## src/rtl/biou_pkg.sv

```systemverilog
// ----------------------------------------------------------------------------
// biou_pkg
// Shared constants and helpers for the box overlap ratio pipeline.
// ----------------------------------------------------------------------------
package biou_pkg;

  // default coordinate and fraction widths
  localparam int COORD_BITS_DEF = 12;
  localparam int FRAC_BITS_DEF  = 16;

  // widest coordinate the helpers take
  localparam int MAX_COORD_BITS = 16;

  typedef logic [MAX_COORD_BITS-1:0] coord_t;
  typedef logic [MAX_COORD_BITS:0]   span_t;

  // inclusive span length, zero when empty
  function automatic span_t span_len(coord_t lo, coord_t hi);
    span_t res;
    if (hi >= lo) begin
      res = {1'b0, hi} - {1'b0, lo} + span_t'(1);
    end else begin
      res = '0;
    end
    return res;
  endfunction

  function automatic coord_t max_c(coord_t a, coord_t b);
    return (a > b) ? a : b;
  endfunction

  function automatic coord_t min_c(coord_t a, coord_t b);
    return (a < b) ? a : b;
  endfunction

endpackage

```

## src/rtl/biou_front.sv

```systemverilog
// ----------------------------------------------------------------------------
// biou_front
// Three-stage front end: spans and validity, areas, then union.
// ----------------------------------------------------------------------------
module biou_front #(
  parameter int COORD_BITS = biou_pkg::COORD_BITS_DEF
) (
  input  logic                    clk,
  input  logic                    rst_n,
  // upstream item
  input  logic                    up_valid,
  output logic                    up_ready,
  input  logic [COORD_BITS-1:0]   px0,
  input  logic [COORD_BITS-1:0]   py0,
  input  logic [COORD_BITS-1:0]   px1,
  input  logic [COORD_BITS-1:0]   py1,
  input  logic [COORD_BITS-1:0]   rx0,
  input  logic [COORD_BITS-1:0]   ry0,
  input  logic [COORD_BITS-1:0]   rx1,
  input  logic [COORD_BITS-1:0]   ry1,
  // downstream item: intersection, union, forced-zero flag
  output logic                    dn_valid,
  input  logic                    dn_ready,
  output logic [2*COORD_BITS+1:0] dn_inter,
  output logic [2*COORD_BITS+1:0] dn_union,
  output logic                    dn_inv
);

  localparam int SW = COORD_BITS + 1;     // span width
  localparam int AW = 2 * COORD_BITS + 1; // area width
  localparam int UW = 2 * COORD_BITS + 2; // union width

  logic          v1_r, v2_r, v3_r;
  logic          rdy1, rdy2, rdy3;
  logic [SW-1:0] sxp_r, syp_r, sxr_r, syr_r, sxi_r, syi_r;
  logic          inv1_r, inv2_r, inv3_r;
  logic [AW-1:0] ap_r, ar_r, ai_r;
  logic [UW-1:0] uni_r, inter_r;
  logic [UW-1:0] uni_nxt;

  // bubble-collapsing ready chain
  assign rdy3     = !v3_r || dn_ready;
  assign rdy2     = !v2_r || rdy3;
  assign rdy1     = !v1_r || rdy2;
  assign up_ready = rdy1;

  // stage valid bits
  always_ff @(posedge clk) begin
    if (!rst_n) begin
      v1_r <= 1'b0;
      v2_r <= 1'b0;
      v3_r <= 1'b0;
    end else begin
      if (rdy1) v1_r <= up_valid;
      if (rdy2) v2_r <= v1_r;
      if (rdy3) v3_r <= v2_r;
    end
  end

  // stage 1: per-axis spans and box validity
  always_ff @(posedge clk) begin
    if (rdy1 && up_valid) begin
      sxp_r  <= SW'(biou_pkg::span_len(biou_pkg::coord_t'(px0), biou_pkg::coord_t'(px1)));
      syp_r  <= SW'(biou_pkg::span_len(biou_pkg::coord_t'(py0), biou_pkg::coord_t'(py1)));
      sxr_r  <= SW'(biou_pkg::span_len(biou_pkg::coord_t'(rx0), biou_pkg::coord_t'(rx1)));
      syr_r  <= SW'(biou_pkg::span_len(biou_pkg::coord_t'(ry0), biou_pkg::coord_t'(ry1)));
      sxi_r  <= SW'(biou_pkg::span_len(
                  biou_pkg::max_c(biou_pkg::coord_t'(px0), biou_pkg::coord_t'(rx0)),
                  biou_pkg::min_c(biou_pkg::coord_t'(px1), biou_pkg::coord_t'(rx1))));
      syi_r  <= SW'(biou_pkg::span_len(
                  biou_pkg::max_c(biou_pkg::coord_t'(py0), biou_pkg::coord_t'(ry0)),
                  biou_pkg::min_c(biou_pkg::coord_t'(py1), biou_pkg::coord_t'(ry1))));
      inv1_r <= (px0 > px1) || (py0 > py1) || (rx0 > rx1) || (ry0 > ry1);
    end
  end

  // stage 2: three areas, one multiplier each
  always_ff @(posedge clk) begin
    if (rdy2 && v1_r) begin
      ap_r   <= AW'(sxp_r) * AW'(syp_r);
      ar_r   <= AW'(sxr_r) * AW'(syr_r);
      ai_r   <= AW'(sxi_r) * AW'(syi_r);
      inv2_r <= inv1_r;
    end
  end

  // stage 3: union and zero-union check
  assign uni_nxt = UW'(ap_r) + UW'(ar_r) - UW'(ai_r);

  always_ff @(posedge clk) begin
    if (rdy3 && v2_r) begin
      uni_r   <= uni_nxt;
      inter_r <= UW'(ai_r);
      inv3_r  <= inv2_r || (uni_nxt == '0);
    end
  end

  assign dn_valid = v3_r;
  assign dn_inter = inter_r;
  assign dn_union = uni_r;
  assign dn_inv   = inv3_r;

endmodule

```

## src/rtl/biou_div_cell.sv

```systemverilog
// ----------------------------------------------------------------------------
// biou_div_cell
// One restoring-division cell: produces one quotient bit per item.
// ----------------------------------------------------------------------------
module biou_div_cell #(
  parameter int RW = 2 * biou_pkg::COORD_BITS_DEF + 2,
  parameter int QW = biou_pkg::FRAC_BITS_DEF + 1
) (
  input  logic          clk,
  input  logic          rst_n,
  // upstream item
  input  logic          up_valid,
  output logic          up_ready,
  input  logic [RW:0]   up_rem,
  input  logic [RW-1:0] up_div,
  input  logic [QW-1:0] up_quo,
  input  logic          up_inv,
  // downstream item
  output logic          dn_valid,
  input  logic          dn_ready,
  output logic [RW:0]   dn_rem,
  output logic [RW-1:0] dn_div,
  output logic [QW-1:0] dn_quo,
  output logic          dn_inv
);

  logic          valid_r;
  logic [RW:0]   rem_r;
  logic [RW-1:0] div_r;
  logic [QW-1:0] quo_r;
  logic          inv_r;
  logic          qbit;
  logic [RW:0]   diff;
  logic [RW:0]   rem_nxt;

  assign up_ready = !valid_r || dn_ready;

  // compare, subtract, shift left for the next bit
  always_comb begin
    qbit = (up_rem >= {1'b0, up_div});
    diff = up_rem - {1'b0, up_div};
    if (qbit) begin
      rem_nxt = {diff[RW-1:0], 1'b0};
    end else begin
      rem_nxt = {up_rem[RW-1:0], 1'b0};
    end
  end

  always_ff @(posedge clk) begin
    if (!rst_n) begin
      valid_r <= 1'b0;
    end else if (up_ready) begin
      valid_r <= up_valid;
    end
  end

  always_ff @(posedge clk) begin
    if (up_ready && up_valid) begin
      rem_r <= rem_nxt;
      div_r <= up_div;
      quo_r <= {up_quo[QW-2:0], qbit};
      inv_r <= up_inv;
    end
  end

  assign dn_valid = valid_r;
  assign dn_rem   = rem_r;
  assign dn_div   = div_r;
  assign dn_quo   = quo_r;
  assign dn_inv   = inv_r;

endmodule

```

## src/rtl/box_iou_fixed_point.sv

```systemverilog
// ----------------------------------------------------------------------------
// box_iou_fixed_point
// Intersection over union of two axis-aligned boxes, fixed-point result.
//
//   channel | direction | handshake           | payload
//   in_     | input     | in_valid / in_stall | pred and ref box corners
//   out_    | output    | out_valid/out_stall | overlap_ratio, invalid_box
//
// One item per cycle sustained while out_stall is low. The pipeline is
// three front stages, then one division cell per quotient bit. Every
// stage holds its own valid bit, so bubbles collapse and input is taken
// while a result waits at the output, as long as some stage is empty.
// Reset (rst_n low, synchronous) empties all stages.
// ----------------------------------------------------------------------------
module box_iou_fixed_point #(
  parameter int COORD_BITS = biou_pkg::COORD_BITS_DEF,
  parameter int FRAC_BITS  = biou_pkg::FRAC_BITS_DEF
) (
  input  logic                  clk,
  input  logic                  rst_n,
  // input channel
  input  logic                  in_valid,
  output logic                  in_stall,
  input  logic [COORD_BITS-1:0] in_pred_x_min,
  input  logic [COORD_BITS-1:0] in_pred_y_min,
  input  logic [COORD_BITS-1:0] in_pred_x_max,
  input  logic [COORD_BITS-1:0] in_pred_y_max,
  input  logic [COORD_BITS-1:0] in_ref_x_min,
  input  logic [COORD_BITS-1:0] in_ref_y_min,
  input  logic [COORD_BITS-1:0] in_ref_x_max,
  input  logic [COORD_BITS-1:0] in_ref_y_max,
  // result channel
  output logic                  out_valid,
  input  logic                  out_stall,
  output logic [FRAC_BITS:0]    out_overlap_ratio,
  output logic                  out_invalid_box
);

  localparam int RW    = 2 * COORD_BITS + 2; // union width
  localparam int QW    = FRAC_BITS + 1;      // quotient width
  localparam int NCELL = FRAC_BITS + 1;

  logic          in_ready;
  logic          f_valid, f_ready, f_inv;
  logic [RW-1:0] f_inter, f_union;

  logic          c_valid [0:NCELL];
  logic          c_ready [0:NCELL];
  logic [RW:0]   c_rem   [0:NCELL];
  logic [RW-1:0] c_div   [0:NCELL];
  logic [QW-1:0] c_quo   [0:NCELL];
  logic          c_inv   [0:NCELL];

  assign in_stall = !in_ready;

  // front end: spans, areas, union
  biou_front #(
    .COORD_BITS(COORD_BITS)
  ) u_front (
    .clk      (clk),
    .rst_n    (rst_n),
    .up_valid (in_valid),
    .up_ready (in_ready),
    .px0      (in_pred_x_min),
    .py0      (in_pred_y_min),
    .px1      (in_pred_x_max),
    .py1      (in_pred_y_max),
    .rx0      (in_ref_x_min),
    .ry0      (in_ref_y_min),
    .rx1      (in_ref_x_max),
    .ry1      (in_ref_y_max),
    .dn_valid (f_valid),
    .dn_ready (f_ready),
    .dn_inter (f_inter),
    .dn_union (f_union),
    .dn_inv   (f_inv)
  );

  // head of the cell row: remainder starts as the intersection area
  assign c_valid[0] = f_valid;
  assign f_ready    = c_ready[0];
  assign c_rem[0]   = {1'b0, f_inter};
  assign c_div[0]   = f_union;
  assign c_quo[0]   = '0;
  assign c_inv[0]   = f_inv;

  // division cells, most significant quotient bit first
  for (genvar i = 0; i < NCELL; i++) begin : g_cell
    biou_div_cell #(
      .RW(RW),
      .QW(QW)
    ) u_cell (
      .clk      (clk),
      .rst_n    (rst_n),
      .up_valid (c_valid[i]),
      .up_ready (c_ready[i]),
      .up_rem   (c_rem[i]),
      .up_div   (c_div[i]),
      .up_quo   (c_quo[i]),
      .up_inv   (c_inv[i]),
      .dn_valid (c_valid[i+1]),
      .dn_ready (c_ready[i+1]),
      .dn_rem   (c_rem[i+1]),
      .dn_div   (c_div[i+1]),
      .dn_quo   (c_quo[i+1]),
      .dn_inv   (c_inv[i+1])
    );
  end

  // last cell is the output register
  assign c_ready[NCELL]    = !out_stall;
  assign out_valid         = c_valid[NCELL];
  assign out_invalid_box   = c_inv[NCELL];
  assign out_overlap_ratio = c_inv[NCELL] ? '0 : c_quo[NCELL];

  // forced-zero results carry a zero ratio
  a_inv_zero : assert property (@(posedge clk) disable iff (!rst_n)
    out_valid |-> (!out_invalid_box || out_overlap_ratio == '0))
    else $error("invalid item with nonzero ratio");

  // ratio never exceeds one
  a_ratio_max : assert property (@(posedge clk) disable iff (!rst_n)
    out_valid |-> !(out_overlap_ratio[FRAC_BITS] && (|out_overlap_ratio[FRAC_BITS-1:0])))
    else $error("ratio above one");

  // with the output register empty every stage can move, so input is open
  a_no_stall_empty : assert property (@(posedge clk) disable iff (!rst_n)
    !out_valid |-> !in_stall)
    else $error("input stalled with empty output");

endmodule

```

## config.mk

```make
export PLATFORM = sky130hd
export DESIGN_NAME = box_iou_fixed_point
export DESIGN_NICKNAME = d
export VERILOG_FILES = /design/src/rtl/biou_pkg.sv /design/src/rtl/biou_front.sv /design/src/rtl/biou_div_cell.sv /design/src/rtl/box_iou_fixed_point.sv
export SDC_FILE = /design/constraint.sdc
export NUM_CORES = 2
export LEC_CHECK = 0
export ABC_AREA = 1
export BUFFER_PORTS_ARGS = -buffer_cell sky130_fd_sc_hd__buf_4
export CAP_MARGIN = 20
export CORE_MARGIN = 1.5
export CORE_UTILIZATION = 30
export DETAILED_ROUTE_END_ITERATION = 16
export SLEW_MARGIN = 20
export SYNTH_ARGS = -nofsm -noshare
export SYNTH_HDL_FRONTEND = slang
export SYNTH_HIERARCHICAL = 1
export SYNTH_SLANG_ARGS = --single-unit
```

## constraint.sdc

```tcl
create_clock -name clk -period 7.8 [get_ports clk]
set_input_delay 0.78 -clock clk [delete_from_list [all_inputs] [get_ports clk]]
set_output_delay 0.78 -clock clk [all_outputs]
set_load 0.01 [all_outputs]
```

* Yosys cells after proc, flatten, opt, wreduce, memory -nomap -nowiden
Cells that the tools add are included.
Word-level totals: input bits 100, latch bits 0, output and inout port bits 20, memory bits (writable) 0, ROM bits 0, flip-flop bits (word level) 1245, memories 0, word-level logic and storage cells 253
Cells by class: divide/modulo/power cells 0, shift operators 0, muxes and demuxes 21, multipliers 3, bitwise operators 0, $add $sub $neg 30, reductions and logical operators 67, order comparisons 31, equal/unequal tests 0
Operator list (number):
- $ge A27 B26 Y1 | 16
- $mux W27 | 15
- $sub A26 B26 Y26 | 15
- $add A13 B1 Y13 const B | 6
- $mul A13 B13 Y25 | 3
- $gt A12 B12 Y1 | 6
- $sub A12 B12 Y13 | 4
- $ge A12 B12 Y1 | 4
- $mux W12 | 4
- $ge A16 B16 Y1 | 2
- $add A25 B25 Y26 | 1
- $ge A25 B26 Y1 | 1
- $logic_not A26 Y1 | 1
- $mux W26 | 1
- $sub A13 B13 Y13 | 2
- $sub A25 B26 Y26 | 1
- $sub A26 B25 Y26 | 1
- $logic_or A1 B1 Y1 | 24
- $lt A12 B12 Y1 | 2
- $logic_not A1 Y1 | 22
- $logic_and A1 B1 Y1 | 20
- $mux W17 | 1

* Logic depth before layout (Yosys ltp)
depth after elaboration 22, gate-level depth with buffers 41, mapped depth without buffers 41

* Cells and area by module
Netlist, hierarchy kept.
Modules (own cells, without submodules):
- biou_div_cell (g_cell[0].u_cell ...) | cells each 576, times used 14, area each 4611.9 um^2, sequential area each 2122.0 um^2
- biou_front | cells each 4244, times used 1, area each 33704.8 um^2, sequential area each 6276.0 um^2
- biou_div_cell (g_cell[15].u_cell ...) | cells each 585, times used 2, area each 4605.7 um^2, sequential area each 2122.0 um^2
- biou_div_cell (g_cell[1].u_cell) | cells each 593, times used 1, area each 4738.3 um^2, sequential area each 2122.0 um^2
- box_iou_fixed_point | cells each 39, times used 1, area each 165.2 um^2, sequential area each 0.0 um^2

* Worst setup path before layout
Ideal clock, no wire load.
kind in2reg, start input out_stall, end register g_cell[0].u_cell.div_r[0] (enable), path slack 1.409 ns, path buffers 0, arrival time 5.870 ns, cell stages on the path 35, library setup time 0.521 ns, data required time 7.279 ns, path through inv_1 > inv_1 > nand2_1 > inv_1 > nand2_1 > inv_1 > nand2_1 > inv_1 > nand2_1 > inv_1 > nand2_1 > inv_1 > nand2_1 > inv_1 > nand2_1 > inv_1 > nand2_1 > inv_1 > nand2_1 > inv_1 > nand2_1 > inv_1 > nand2_1 > inv_1 > nand2_1 > inv_1 > nand2_1 > inv_1 > nand2_1 > inv_1 > nand2_1 > inv_1 > nand2_1 > inv_1 > a21oi_1
RTL lines:
- start: declaration | line box_iou_fixed_point.sv:34 | input logic out_stall,
- end signal: assignment | line biou_div_cell.sv:60 | div_r <= up_div;
- end: declaration | line biou_div_cell.sv:29 | logic [RW-1:0] div_r;

==> flow_metrics.tcl <==
set metrics [dict create \
    hold-path-endpoint "g_cell[6].u_cell/dn_inv$_DFFE_PP_" \
    synth_area_um2 105000 \
    cts_setup_buffers 0 \
    syn2layout_area_growth_pct 10.0 \
    timing.fmax_mhz 149 \
    cp-end-kind "output port" \
    cts_tree "done" \
    slew_viol_final 0 \
    grt_overflow 0 \
    r2r_end "u_front/syp_r[10]$_SDFFCE_PP0P_" \
    grt_use_total_pct 15.7 \
    period_minus_slack_ps 6690 \
    utilization_pct 33.2 \
    start_util_pct 30.1 \
    crit_path_start_kind "flip-flop" \
    viasPerCell 4.51 \
    finalCritPeriodShare_pct 85.8 \
    hp-start "g_cell[5].u_cell/dn_inv$_DFFE_PP_" \
    wl_per_cell_um 15.3 \
    core_area_um2 349000 \
    rsz0062_at_grt "false" \
    io_buffers 119 \
    synth_cells 13587 \
    rows 217 \
    finalSetupTns_ps 0 \
    hold_violations 0 \
    grt_max_degree 80 \
    place_ws_ps 1290 \
    clk_pin_slew_worst_paths_ps 60 \
    holdPathStages 0 \
    setup_violations 0 \
    crit_path_frequent_cell "nand2_1" \
    tightestPinTransition_ps 1050 \
    antenna_left 0 \
    clock-skew-final_ps 109 \
    power-per-cell-area_nw_per_um2 388 \
    first_iter_violations 6094 \
    fillers 36973 \
    hold_path_class "reg -> reg" \
    cts_buffer_depth 4 \
    drt_pre_antenna_iters 6 \
    syn_area_per_cell_um2 7.75 \
    vias 82983 \
    routed_wl_um 282000 \
    die_x_um 595 \
    cts_sinks 1229 \
    r2r-start "g_cell[16].u_cell/dn_valid$_SDFFE_PN0N_" \
    nets 15089 \
    grt_pass1_wl_um 444000 \
    cts_made_buffers 148 \
    max_stage_delay_ps 390 \
    cts_max_level 4 \
    leakage_nw 59.9 \
    ios 120 \
    power_mw 44.9 \
    design_area_um2 116000 \
    status "completed" \
    yosys_warnings 6 \
    first_global_vias 80366 \
    crit_required_ps 7020 \
    setup_slack_ps 1110 \
    clock_latency_ps 860 \
    crit_fanout 3 \
    reg2reg_slack_ps 1920 \
    critPathSlowestCell "nor2_1" \
    dpl_cell_area_um2 111000 \
    cts_hold_buf 0 \
    vdd_drop_max_uv 1040 \
    cts_root_buf "clkbuf_16" \
    antenna_found_initial 1 \
    dieHeight_um 595 \
    routabilityCongestion 0.927 \
    relSlewSlack_pct 30.0 \
    crit_arrival_ps 5910 \
    die_area_um2 354000 \
    cap_violations 0 \
    cts_resized 0 \
    r2r_cells 40 \
    dp_hpwl_um 230000 \
    path_class "reg -> out" \
    layout-drive-gt1-share_pct 5.44 \
    drc_errors 0 \
]
-- through the flow --
step | std cells | hold slack, ps
after CTS | 18376 | 318
after global routing | 18380 | 327
final | 18380 | 355
after global placement | 18110 | 401
after floorplan | 13589 | 400
after detailed placement | 18110 | 405
-- how the worst max path moves through the flow --
stage	start	endpoint	slack (ps)	cells after the start
6_report	g_cell[16].u_cell/dn_valid$_SDFFE_PN0N_	in_stall	1110	39
5_1_grt	g_cell[16].u_cell/dn_valid$_SDFFE_PN0N_	in_stall	470	39
4_1_cts	g_cell[16].u_cell/dn_valid$_SDFFE_PN0N_	in_stall	990	39
3_5_place_dp	out_stall	in_stall	1290	42
3_3_place_gp	out_stall	in_stall	1120	42
2_1_floorplan	out_stall	u_front/dn_inter[0]$_DFFE_PP_	2210	37
-- registers in the layout (all words and copies together), names as in the netlist, 13 cells and up --
register,count
u_front/syp_r,13
u_front/syi_r,13
u_front/sxi_r,13
u_front/sxr_r,13
u_front/ai_r,25
u_front/syr_r,13
u_front/ap_r,25
g_cell.u_cell/dn_quo,153
u_front/sxp_r,13
u_front/dn_union,26
u_front/ar_r,25
g_cell.u_cell/dn_rem,416
g_cell.u_cell/dn_div,416
u_front/dn_inter,25
g_cell.u_cell/dn_valid,17
g_cell.u_cell/dn_inv,17
-- area by class of cell --
class,count,area (um^2),share of cell area (%)
clock buffers,183,3920,3.38
flip-flops and latches,1229,36700,31.7
multi-input cells,8800,54800,47.3
repair buffers,146,1150,0.990
clock inverters,83,965,0.833
well taps,4599,5750,4.97
inverters,3339,12500,10.8
diodes,1,2.50,0.00216
-- report_power, final --
part | switching [mW] | total, mW | internal, mW
Combinational | 17.7 | 28.2 | 10.5
Clock | 2.84 | 6.97 | 4.13
Sequential | 0.642 | 9.75 | 9.10
Total | 21.2 | 44.9 | 23.7
-- layout by cell type, fill, tap and decap left out, types with 129 or more instances in the layout --
master	count
o21ai_0	142
nand3_2	129
nor2_1	643
inv_1	3289
xor2_1	265
a21oi_1	440
fa_1	417
nand2_1	4255
o21ai_1	203
nand3_1	489
nand4_1	305
buf_4	142
edfxtp_1	1209
ha_1	908
clkbuf_16	150
-- critical path: cells and delay by family, from the launching register on --
family	cells	cell delay, ps
simple gates	20	2250
flops	1	360
buf+inv	19	2440
-- metal layers --
| metal | routed length, um | vias up | track usage, % |
|---|---|---|---|
| li1 | - | 42352 | - |
| met1 | 125000 | 38365 | 20.2 |
| met2 | 135000 | 1868 | 27.5 |
| met3 | 12000 | 398 | 1.56 |
| met4 | 9620 | 0 | 5.07 |
| met5 | 0 | - | 0 |
(Power assumes the default switching activity.)
